$ cat config.mk
export PLATFORM = sky130hd
export DESIGN_NAME = hbc_ram
export DESIGN_NICKNAME = d
export VERILOG_FILES = /design/src/hw/rtl/hbc_ram.sv
export SDC_FILE = /design/constraint.sdc
export NUM_CORES = 1
export LEC_CHECK = 0
export BUFFER_PORTS_ARGS = -buffer_cell sky130_fd_sc_hd__clkbuf_2
export CAP_MARGIN = 25
export CORE_MARGIN = 3
export CORE_UTILIZATION = 30
export CTS_BUF_LIST = sky130_fd_sc_hd__clkbuf_16
export CTS_CLUSTER_DIAMETER = 150
export DETAILED_ROUTE_END_ITERATION = 12
export PLACE_DENSITY = 0.4
export SLEW_MARGIN = 20
export SYNTH_ARGS = -nofsm -noshare
export SYNTH_HDL_FRONTEND = slang
export SYNTH_SLANG_ARGS = --single-unit
$ cat constraint.sdc
create_clock -name clk_i -period 3.2 [get_ports clk_i]
set_input_delay 0.48 -clock clk_i [delete_from_list [all_inputs] [get_ports clk_i]]
set_output_delay 0.48 -clock clk_i [all_outputs]
set_load 0.01 [all_outputs]
$ cat src/hw/rtl/hbc_ram.sv
// Generic single-port-write, single-port-read RAM with registered read.
// Depends on nothing.
`default_nettype none

module hbc_ram #(
  parameter int unsigned WIDTH = 8,
  parameter int unsigned DEPTH = 32
) (
  input  wire logic                     clk_i,
  input  wire logic                     we_i,
  input  wire logic [$clog2(DEPTH)-1:0] waddr_i,
  input  wire logic [WIDTH-1:0]         wdata_i,
  input  wire logic                     re_i,
  input  wire logic [$clog2(DEPTH)-1:0] raddr_i,
  output logic      [WIDTH-1:0]         rdata_o
);

  logic [WIDTH-1:0] mem_q [DEPTH];

  always_ff @(posedge clk_i) begin
    if (we_i) begin
      mem_q[waddr_i] <= wdata_i;
    end
    if (re_i) begin
      rdata_o <= mem_q[raddr_i];
    end
  end

endmodule

`default_nettype wire

==> impl_metrics.sql <==
INSERT INTO impl_metrics (metric_group, metric, value, unit) VALUES
('status', 'outcome', 'finished, final reports clean', ''),
('sta', 'setup_tns', '0', 'ns'),
('layout', 'final_cell_count_no_fill', '950', ''),
('sta', 'relSlewSlack', '42.0', '%'),
('die', 'design.die.area', '36000', 'um2'),
('placed_design', 'placed_area', '11000', 'um2'),
('placed_design', 'dp.final_hpwl', '14900', 'um'),
('layout', 'final_layout_size_suffix_gt1_share', '37.6', '%'),
('setup_path', 'cp_data_arrival_time', '2.44', 'ns'),
('die', 'core-area', '32900', 'um2'),
('clock_tree', 'cts_root_buffer', 'sky130_fd_sc_hd__clkbuf_16', ''),
('placed_design', 'finalWeightedCongestion', '0.726', ''),
('layout', 'final_net_count', '508', ''),
('global_route', 'globalRouteOverflowTotal', '0', ''),
('sta', 'min_clock_period_post_route', '2.17', 'ns'),
('routing', '1st_pass_router_iterations', '5', ''),
('layout', 'area.sequential', '7930', 'um2'),
('setup_path', 'worstPathMaxFanout', '17', ''),
('hold_path', 'worstHoldPathType', 'in2reg', ''),
('setup_path', 'reg2reg_setup_slack', '1.17', 'ns'),
('logic_synthesis', 'synth.avg_cell_area', '24.3', 'um2'),
('setup_path', 'startpoint_type', 'primary input', ''),
('pwr', 'p_leak', '0.00372', 'uW'),
('sta', 'maxClockFrequency', '461', 'MHz'),
('clock_tree', 'cts_buffer_depth', '3', ''),
('flow_run', 'drv_cap', '0', ''),
('clock_tree', 'post-cts-setup-buffers', '0', ''),
('pwr', 'power.net_switching', '1530', 'uW'),
('routing', 'route.final.wire_length', '23800', 'um'),
('global_route', 'grt.total_usage', '13.6', '%'),
('sta', 'report.final.hold_viol_count', '0', ''),
('setup_path', 'critPathRequiredTime', '3.47', 'ns'),
('logic_synthesis', 'yosys_warnings', '0', ''),
('logic_synthesis', 'synth.yosys.seq_area_share', '78.2', '%'),
('clock_tree', 'worst_skew_pair_later_pin_latency', '0.54', 'ns'),
('logic_synthesis', 'ys_seq_elements', '264', ''),
('clock_tree', 'numCtsBuffers', '28', ''),
('layout', 'multi_input_comb_area', '2100', 'um2'),
('pwr', 'power_frac_clock', '41.6', '%'),
('die', 'start_util', '30.8', '%'),
('logic_synthesis', 'synthDistinctLibCells', '14', ''),
('setup_path', 'setup.worst_path.end_class', 'flop', ''),
('placed_design', 'port-buffer-count', '28', ''),
('sta', 'holdWs', '0.371', 'ns'),
('layout', 'flow.area_growth_from_synthesis', '17.4', '%'),
('die', 'die_w', '190', 'um'),
('routing', 'post_drt_via_cell_ratio', '4.76', ''),
('clock_tree', 'cts.reportedPaths.clkPinSlew', '0.06', 'ns'),
('clock_tree', 'post_cts_hold_buffer_count', '0', ''),
('setup_path', 'timing.setup.critical_path_class', 'in2reg', ''),
('clock_tree', 'cts_tree', 'done', ''),
('setup_path', 'startpoint_of_the_lowest_slack_register_to_register_path', 'mem_q[13][6]$_DFFE_PP_', ''),
('placed_design', 'dpl.cell_count', '899', ''),
('global_route', 'vias_in_the_first_global_route', '4780', ''),
('logic_synthesis', 'synthesis.instances', '417', ''),
('die', 'die_height', '190', 'um'),
('sta', 'fin_worst_skew', '0.0156', 'ns'),
('routing', 'num_vias', '4526', ''),
('routing', 'drcViolationCount', '0', ''),
('global_route', 'grt_first_pass_wirelength', '35300', 'um'),
('setup_path', 'reg_to_reg_end', 'rdata_o[6]$_DFFE_PP_', ''),
('global_route', 'antenna_found_initial', '0', ''),
('die', 'num_io_pins', '29', ''),
('layout', 'final_area', '11900', 'um2'),
('logic_synthesis', 'syn_nets', '438', ''),
('setup_path', 'reg2regPathDepth', '3', ''),
('pwr', 'p_per_area', '614', 'nW/um2'),
('routing', 'routedWlPerCell', '25.1', 'um'),
('layout', 'fill_cells', '3013', ''),
('setup_path', 'critPathLaunch', 'raddr_i[0]', ''),
('pwr', 'ir_drop', '374', 'uV');
state kept, by name, indices dropped and copies added (netlist names):
name / count
mem_q: 256
rdata_o: 8
power by group through the flow:
stage	Sequential [uW]	Clock (uW)	Combinational [uW]
2_1_floorplan	3950	0	205
3_3_place_gp	3950	0	391
3_5_place_dp	3950	0	395
4_1_cts	3880	3130	396
5_1_grt	3880	3300	416
6_report	3880	3040	384
kinds of logic after synthesis:
logic type,share of synthesized area (%)
flops,78.2
buf+inv,1.05
simple gates,2.05
mux,18.7
final cells by class:
class | instances | share of cell area (%)
clock buffers | 28 | 5.89
clock inverters | 23 | 1.44
multi-input cells | 133 | 17.7
flip-flops and latches | 264 | 66.7
well taps | 442 | 4.65
repair buffers | 60 | 3.70
per-layer routing:
metal  track usage, %  part of all wire [%]
met1             21.3                    50
met2             19.9                    44
met3             2.60                   4.4
met4             2.47                   1.1
met5                0                     0
through the flow:
| step | worst slack [ns] | utilization, % |
|---|---|---|
| global placement | 0.448 | 33.4 |
| finish | 1.03 | 36.1 |
| floorplan | 0.778 | - |
| CTS | 1.01 | 36.1 |
| detailed placement | 0.448 | 33.4 |
| global route | 0.979 | 36.1 |
worst min-delay path by stage:
stage	to	cells after the start
6_report	rdata_o[1]$_DFFE_PP_	1
2_1_floorplan	mem_q[0][0]$_DFFE_PP_	0
3_3_place_gp	rdata_o[5]$_DFFE_PP_	1
5_1_grt	rdata_o[1]$_DFFE_PP_	1
3_5_place_dp	rdata_o[6]$_DFFE_PP_	1
4_1_cts	rdata_o[1]$_DFFE_PP_	1
cell usage in the layout (no fill, tap or decap):
| master | n |
|---|---|
| sky130_fd_sc_hd__nand3b_1 | 5 |
| sky130_fd_sc_hd__clkinv_1 | 8 |
| sky130_fd_sc_hd__clkinv_8 | 1 |
| sky130_fd_sc_hd__edfxtp_1 | 264 |
| sky130_fd_sc_hd__buf_4 | 27 |
| sky130_fd_sc_hd__or3_1 | 1 |
| sky130_fd_sc_hd__or3b_2 | 3 |
| sky130_fd_sc_hd__mux2_2 | 8 |
| sky130_fd_sc_hd__clkbuf_2 | 26 |
| sky130_fd_sc_hd__buf_2 | 1 |
| sky130_fd_sc_hd__buf_6 | 2 |
| sky130_fd_sc_hd__mux4_2 | 80 |
| sky130_fd_sc_hd__clkinv_4 | 1 |
| sky130_fd_sc_hd__inv_1 | 3 |
| sky130_fd_sc_hd__nand3_1 | 2 |
| sky130_fd_sc_hd__bufinv_16 | 2 |
| sky130_fd_sc_hd__clkinvlp_4 | 2 |
| sky130_fd_sc_hd__buf_12 | 4 |
| sky130_fd_sc_hd__nand2_1 | 1 |
| sky130_fd_sc_hd__clkinv_2 | 6 |
| sky130_fd_sc_hd__clkbuf_16 | 28 |
| sky130_fd_sc_hd__nor2_1 | 33 |
worst max-delay path, stage by stage:
cell                     delay, ns
sky130_fd_sc_hd__buf_4        0.25
sky130_fd_sc_hd__buf_12       0.23
sky130_fd_sc_hd__mux4_2       0.59
sky130_fd_sc_hd__mux4_2       0.56
sky130_fd_sc_hd__mux2_2       0.30
cells in the mapped netlist (all sizes together):
| cell type | number | area share, % |
|---|---|---|
| nand2 | 1 | 0.037 |
| nand3b | 5 | 0.37 |
| nand3 | 2 | 0.099 |
| mux4 | 80 | 18 |
| edfxtp | 264 | 78 |
| or3b | 3 | 0.26 |
| or3 | 1 | 0.062 |
| buf | 14 | 0.83 |
| nor2 | 33 | 1.2 |
| mux2 | 8 | 0.89 |
| clkbuf | 6 | 0.22 |
Power figures use the tool's default switching activity.
