$ cat src/hw/rtl/hbc_pkg.sv
// Shared types and constants for the hashed block buffer cache.
// Used by hbc_mod, the top level and the testbench; depends on nothing.
`default_nettype none

package hbc_pkg;

  localparam int unsigned EntriesDef = 32;
  localparam int unsigned BucketsDef = 13;
  localparam int unsigned BlkW       = 32;
  localparam logic [7:0]  CountMax   = 8'd255;

  typedef enum logic [1:0] {
    REQ_GET     = 2'd0,
    REQ_RELEASE = 2'd1,
    REQ_PIN     = 2'd2,
    REQ_UNPIN   = 2'd3
  } req_e;

  typedef enum logic [1:0] {
    ST_OK     = 2'd0,
    ST_NOBUF  = 2'd1,
    ST_COUNT  = 2'd2,
    ST_UNUSED = 2'd3
  } status_e;

  typedef struct packed {
    logic [1:0]  req_type;
    logic [7:0]  device_id;
    logic [31:0] block_number;
    logic [4:0]  entry_index;
    logic [31:0] now_tick;
  } hbc_req_t;

  typedef struct packed {
    logic [4:0] granted_entry;
    logic       was_hit;
    logic       needs_read;
    logic [1:0] status;
  } hbc_res_t;

endpackage

`default_nettype wire

$ cat src/hw/rtl/hbc_mod.sv
// Remainder unit: block number modulo the bucket count by reciprocal multiplication.
// Start passes through s1_q and s2_q to done_q. Depends on hbc_pkg.
`default_nettype none

module hbc_mod #(
  parameter int unsigned BUCKETS = 13,
  localparam int unsigned BW = (BUCKETS > 1) ? $clog2(BUCKETS) : 1
) (
  input  wire logic                      clk_i,
  input  wire logic                      rst_ni,
  input  wire logic                      start_i,
  input  wire logic [hbc_pkg::BlkW-1:0]  blk_i,
  output logic                           done_o,
  output logic      [BW-1:0]             rem_o
);
  import hbc_pkg::*;

  // Rounded-up reciprocal: exact quotient for every 32-bit dividend.
  localparam int unsigned ShL = $clog2(BUCKETS);
  localparam int unsigned MW  = BlkW + 1;
  localparam int unsigned PW  = BlkW + MW;
  localparam logic [63:0] Magic64 =
    ((64'd1 << (BlkW + ShL)) + 64'(BUCKETS) - 64'd1) / 64'(BUCKETS);
  localparam logic [MW-1:0] Magic = Magic64[MW-1:0];

  logic [BlkW-1:0] blk_q;
  logic [PW-1:0]   prod_q, prod_d;
  logic [BW-1:0]   r_q, r_d;
  logic            s1_q, s2_q, done_q;
  logic [PW-1:0]   quo_full;
  logic [BlkW-1:0] quo, qb, diff;

  always_comb begin
    prod_d   = PW'(blk_q) * PW'(Magic);
    quo_full = prod_q >> (BlkW + ShL);
    quo      = quo_full[BlkW-1:0];
    qb       = quo * BlkW'(BUCKETS);
    diff     = blk_q - qb;
    r_d      = diff[BW-1:0];
  end

  always_ff @(posedge clk_i or negedge rst_ni) begin
    if (!rst_ni) begin
      s1_q   <= 1'b0;
      s2_q   <= 1'b0;
      done_q <= 1'b0;
    end else begin
      s1_q   <= start_i;
      s2_q   <= s1_q;
      done_q <= s2_q;
    end
  end

  always_ff @(posedge clk_i) begin
    if (start_i) begin
      blk_q <= blk_i;
    end
    if (s1_q) begin
      prod_q <= prod_d;
    end
    if (s2_q) begin
      r_q <= r_d;
    end
  end

  assign done_o = done_q;
  assign rem_o  = r_q;

endmodule

`default_nettype wire

$ cat config.mk
export PLATFORM = sky130hd
export DESIGN_NAME = hbc_mod
export DESIGN_NICKNAME = d
export VERILOG_FILES = /design/src/hw/rtl/hbc_pkg.sv /design/src/hw/rtl/hbc_mod.sv
export SDC_FILE = /design/constraint.sdc
export NUM_CORES = 1
export LEC_CHECK = 0
export BUFFER_PORTS_ARGS = -buffer_cell sky130_fd_sc_hd__buf_2
export CAP_MARGIN = 20
export CELL_PAD_IN_SITES_DETAIL_PLACEMENT = 2
export CELL_PAD_IN_SITES_GLOBAL_PLACEMENT = 2
export CORE_MARGIN = 2
export CORE_UTILIZATION = 44
export CTS_CLUSTER_DIAMETER = 80
export CTS_CLUSTER_SIZE = 14
export DETAILED_ROUTE_END_ITERATION = 10
export GPL_ROUTABILITY_DRIVEN = 0
export GPL_TIMING_DRIVEN = 0
export PLACE_DENSITY_LB_ADDON = 0.05
export SETUP_SLACK_MARGIN = 0.15
export SLEW_MARGIN = 10
export SYNTH_ARGS = -nofsm -noshare
export SYNTH_HDL_FRONTEND = slang
export SYNTH_SLANG_ARGS = --single-unit
$ cat constraint.sdc
create_clock -name clk_i -period 8.9 [get_ports clk_i]
set_clock_uncertainty 0.05 [all_clocks]
set_input_delay 0.445 -clock clk_i [delete_from_list [all_inputs] [get_ports clk_i]]
set_output_delay 0.445 -clock clk_i [all_outputs]
set_load 0.005 [all_outputs]
==> flow_metrics.tcl <==
set metrics [dict create \
    result_of_the_run "complete, no violations" \
    layout_common_cells "437 x sky130_fd_sc_hd__inv_1, 249 x sky130_fd_sc_hd__fa_1, 224 x sky130_fd_sc_hd__ha_1" \
    worst_path_most_repeated_cell "sky130_fd_sc_hd__fa_1" \
    setup_tns_ps 0 \
    cp.arrival_ps 7680 \
    largest_stage_delay_worst_path_ps 750 \
    placedInstanceArea_um2 12100 \
    worst_setup_path_end_kind "flip-flop" \
    boundaryPins 40 \
    first_pass_grt_wire_length_um 48300 \
    final_net_count 1606 \
    floorplan.die_area_um2 27300 \
    wire_per_inst_um 21.4 \
    fp-row-count 59 \
    chipHeight_um 165 \
    buffer_ports.inserted 39 \
    slew_viol_final 0 \
    max_cap_viol_count 0 \
    first_iter_violations 144 \
    post-cts-setup-buffer-count 0 \
    drc 0 \
    h-tree-depth 2 \
    synthesis.area_um2 11400 \
    num_antenna_cells 0 \
    finalCoreUtilization_pct 47.4 \
    cts_buffers 5 \
    final-setup-viol-count 0 \
    detailed_router_iteration_count_before_antenna_repair 4 \
    postSynthNetCount 1559 \
    crit_path_cell_trace "fa_1, fa_1, inv_1, fa_1, inv_1, fa_1, fa_1, fa_1, fa_1, inv_1, fa_1, inv_1, ha_1, a21oi_1, nor2_1, a2111oi_2, o21ai_0, a221oi_1, xnor2_1" \
    yosysWarningCount 0 \
    via_count_of_the_first_global_routing_pass 8315 \
    hpwlAfterDp_um 27600 \
    worst_setup_path_start_kind "flip-flop" \
    synth_area_per_cell_um2 10.9 \
    grt_max_degree 34 \
    grt_setup_unrepaired "no" \
    fmax_mhz 130 \
    crit_required_ps 8880 \
    final_common_cell "sky130_fd_sc_hd__inv_1" \
    global_route.overflow_total 0 \
    ys_ff_latch 43 \
    grt_antenna_before_repair 1 \
    syn2layout_area_growth_pct 6.69 \
    worstSetupPathType "flip-flop to flip-flop" \
    worst_hold_path.num_cells 1 \
    cts-root-buf "sky130_fd_sc_hd__clkbuf_16" \
    ant_nets 0 \
    final_design_area_no_fill_um2 12200 \
    dominant_register_cell_in_the_synthesized_netlist "sky130_fd_sc_hd__edfxtp_1" \
    final.hold.worst_slack_ps 260 \
    cts_hold_buffers 1 \
    synth_edf_count 40 \
    cts.repair.resized 0 \
    via_count 6857 \
    routed_wl_um 30700 \
    tightest_slew_ps 915 \
    tritoncts "built" \
    insertion_delay_ps 300 \
    die_width_um 165 \
    async_reset_ff_share_pct 6.98 \
    synth_cell_type_count 35 \
    core_um2 25800 \
    clockBufferDepth 2 \
    hold_violations 0 \
    post_drt_via_cell_ratio 4.78 \
    globalRouteTotalUtil_pct 24.7 \
    hold_path.class "input pin to flip-flop" \
    clk_pin_slew_ps 80 \
    final.min_clock_period_ps 7700 \
    r2r.worst_path.cells 19 \
    synthCells 1051 \
    timing.slew.headroom_pct 39.0 \
    seq_area_frac_synth_pct 11.1 \
    tritoncts_num_sinks 43 \
    layout_cells_sized_above_1_pct 5.00 \
    layout_worst_path_cycle_share_pct 86.5 \
    initial_utilization_pct 44.4 \
    critical_path_fanout_max 10 \
    cpMaxStageDelayCell "sky130_fd_sc_hd__edfxtp_1" \
]
## routing by layer
metal / vias up / routed length, um / part of all wire, % / GRT usage [%]
li1: 3143 / - / - / -
met1: 3622 / 13300 / 43 / 31.8
met2: 62 / 16300 / 53 / 45.5
met3: 28 / 470 / 1.5 / 2.10
met4: 2 / 618 / 2.0 / 5.10
met5: - / 18 / 0.059 / 0
## Yosys cell counts, types with 2 or more instances
| cell | n | area, um2 |
|---|---|---|
| sky130_fd_sc_hd__nand2_1 | 6 | 22.5 |
| sky130_fd_sc_hd__a311oi_1 | 2 | 17.5 |
| sky130_fd_sc_hd__ha_1 | 224 | 2800 |
| sky130_fd_sc_hd__a21oi_1 | 11 | 55.1 |
| sky130_fd_sc_hd__xor2_1 | 5 | 43.8 |
| sky130_fd_sc_hd__nand4_1 | 3 | 18.8 |
| sky130_fd_sc_hd__o21ai_0 | 4 | 20.0 |
| sky130_fd_sc_hd__edfxtp_1 | 40 | 1200 |
| sky130_fd_sc_hd__and4_1 | 2 | 17.5 |
| sky130_fd_sc_hd__xnor2_1 | 33 | 289 |
| sky130_fd_sc_hd__o21a_1 | 2 | 15.0 |
| sky130_fd_sc_hd__nor2_1 | 7 | 26.3 |
| sky130_fd_sc_hd__dfrtp_1 | 3 | 75.1 |
| sky130_fd_sc_hd__fa_1 | 249 | 4980 |
| sky130_fd_sc_hd__nand3_1 | 4 | 20.0 |
| sky130_fd_sc_hd__inv_1 | 437 | 1640 |
## stage by stage
stage          std cells  setup WS, ps
6_report            1434          1200
5_1_grt             1434           798
4_1_cts             1434          1060
3_5_place_dp        1425          1110
3_3_place_gp        1425          1210
2_1_floorplan       1051          2340
## path summary, 6_finish.rpt
check | end | slack [ps] | start
worst max-delay path | prod_q[39] | 1200 | blk_q[3]
worst min-delay path | blk_q[11] | 260 | blk_i[11]
worst max register to register | prod_q[39] | 1200 | blk_q[3]
worst min register to register | s2_q | 440 | s1_q
max in group asynchronous | done_o | 8280 | rst_ni
min in group asynchronous | s1_q | 420 | rst_ni
## flip-flops by register name, indices dropped and copies added (netlist names)
signal	cells
rem_o	4
done_o	1
prod_q	4
blk_q	32
s1_q	1
s2_q	1
## cells by family (layout without fill, tap and decap cells)
family / after synthesis / after routing / synth area share, %
fa+ha+maj: 473 / 473 / 68.0
xor+xnor: 38 / 38 / 2.91
compound gates: 32 / 32 / 2.23
simple gates: 28 / 28 / 1.34
flops: 43 / 43 / 11.1
buf+inv: 437 / 485 / 14.3
## cell type report
type	instances	area, um2
sequential	43	1280
fill	2663	13600
clock buffer	6	129
timing repair buffer	40	205
inverter	437	1640
tap	335	419
clock inverter	2	12.5
multi-input combinational	571	8530
## critical path, delay by kind of cell (launching register included)
kind	cells	cell delay (ps)
DFF	1	750
xor gates and xnor gates	1	120
and+or+nand+nor	1	70
adders and majority gates	9	4760
AOI/OAI and AO/OA	4	1420
buffers and inverters	4	250
Power is left out: the tool's default activity adds up to more than one toggle a clock period on the data nets, which glitch-free logic cannot reach.
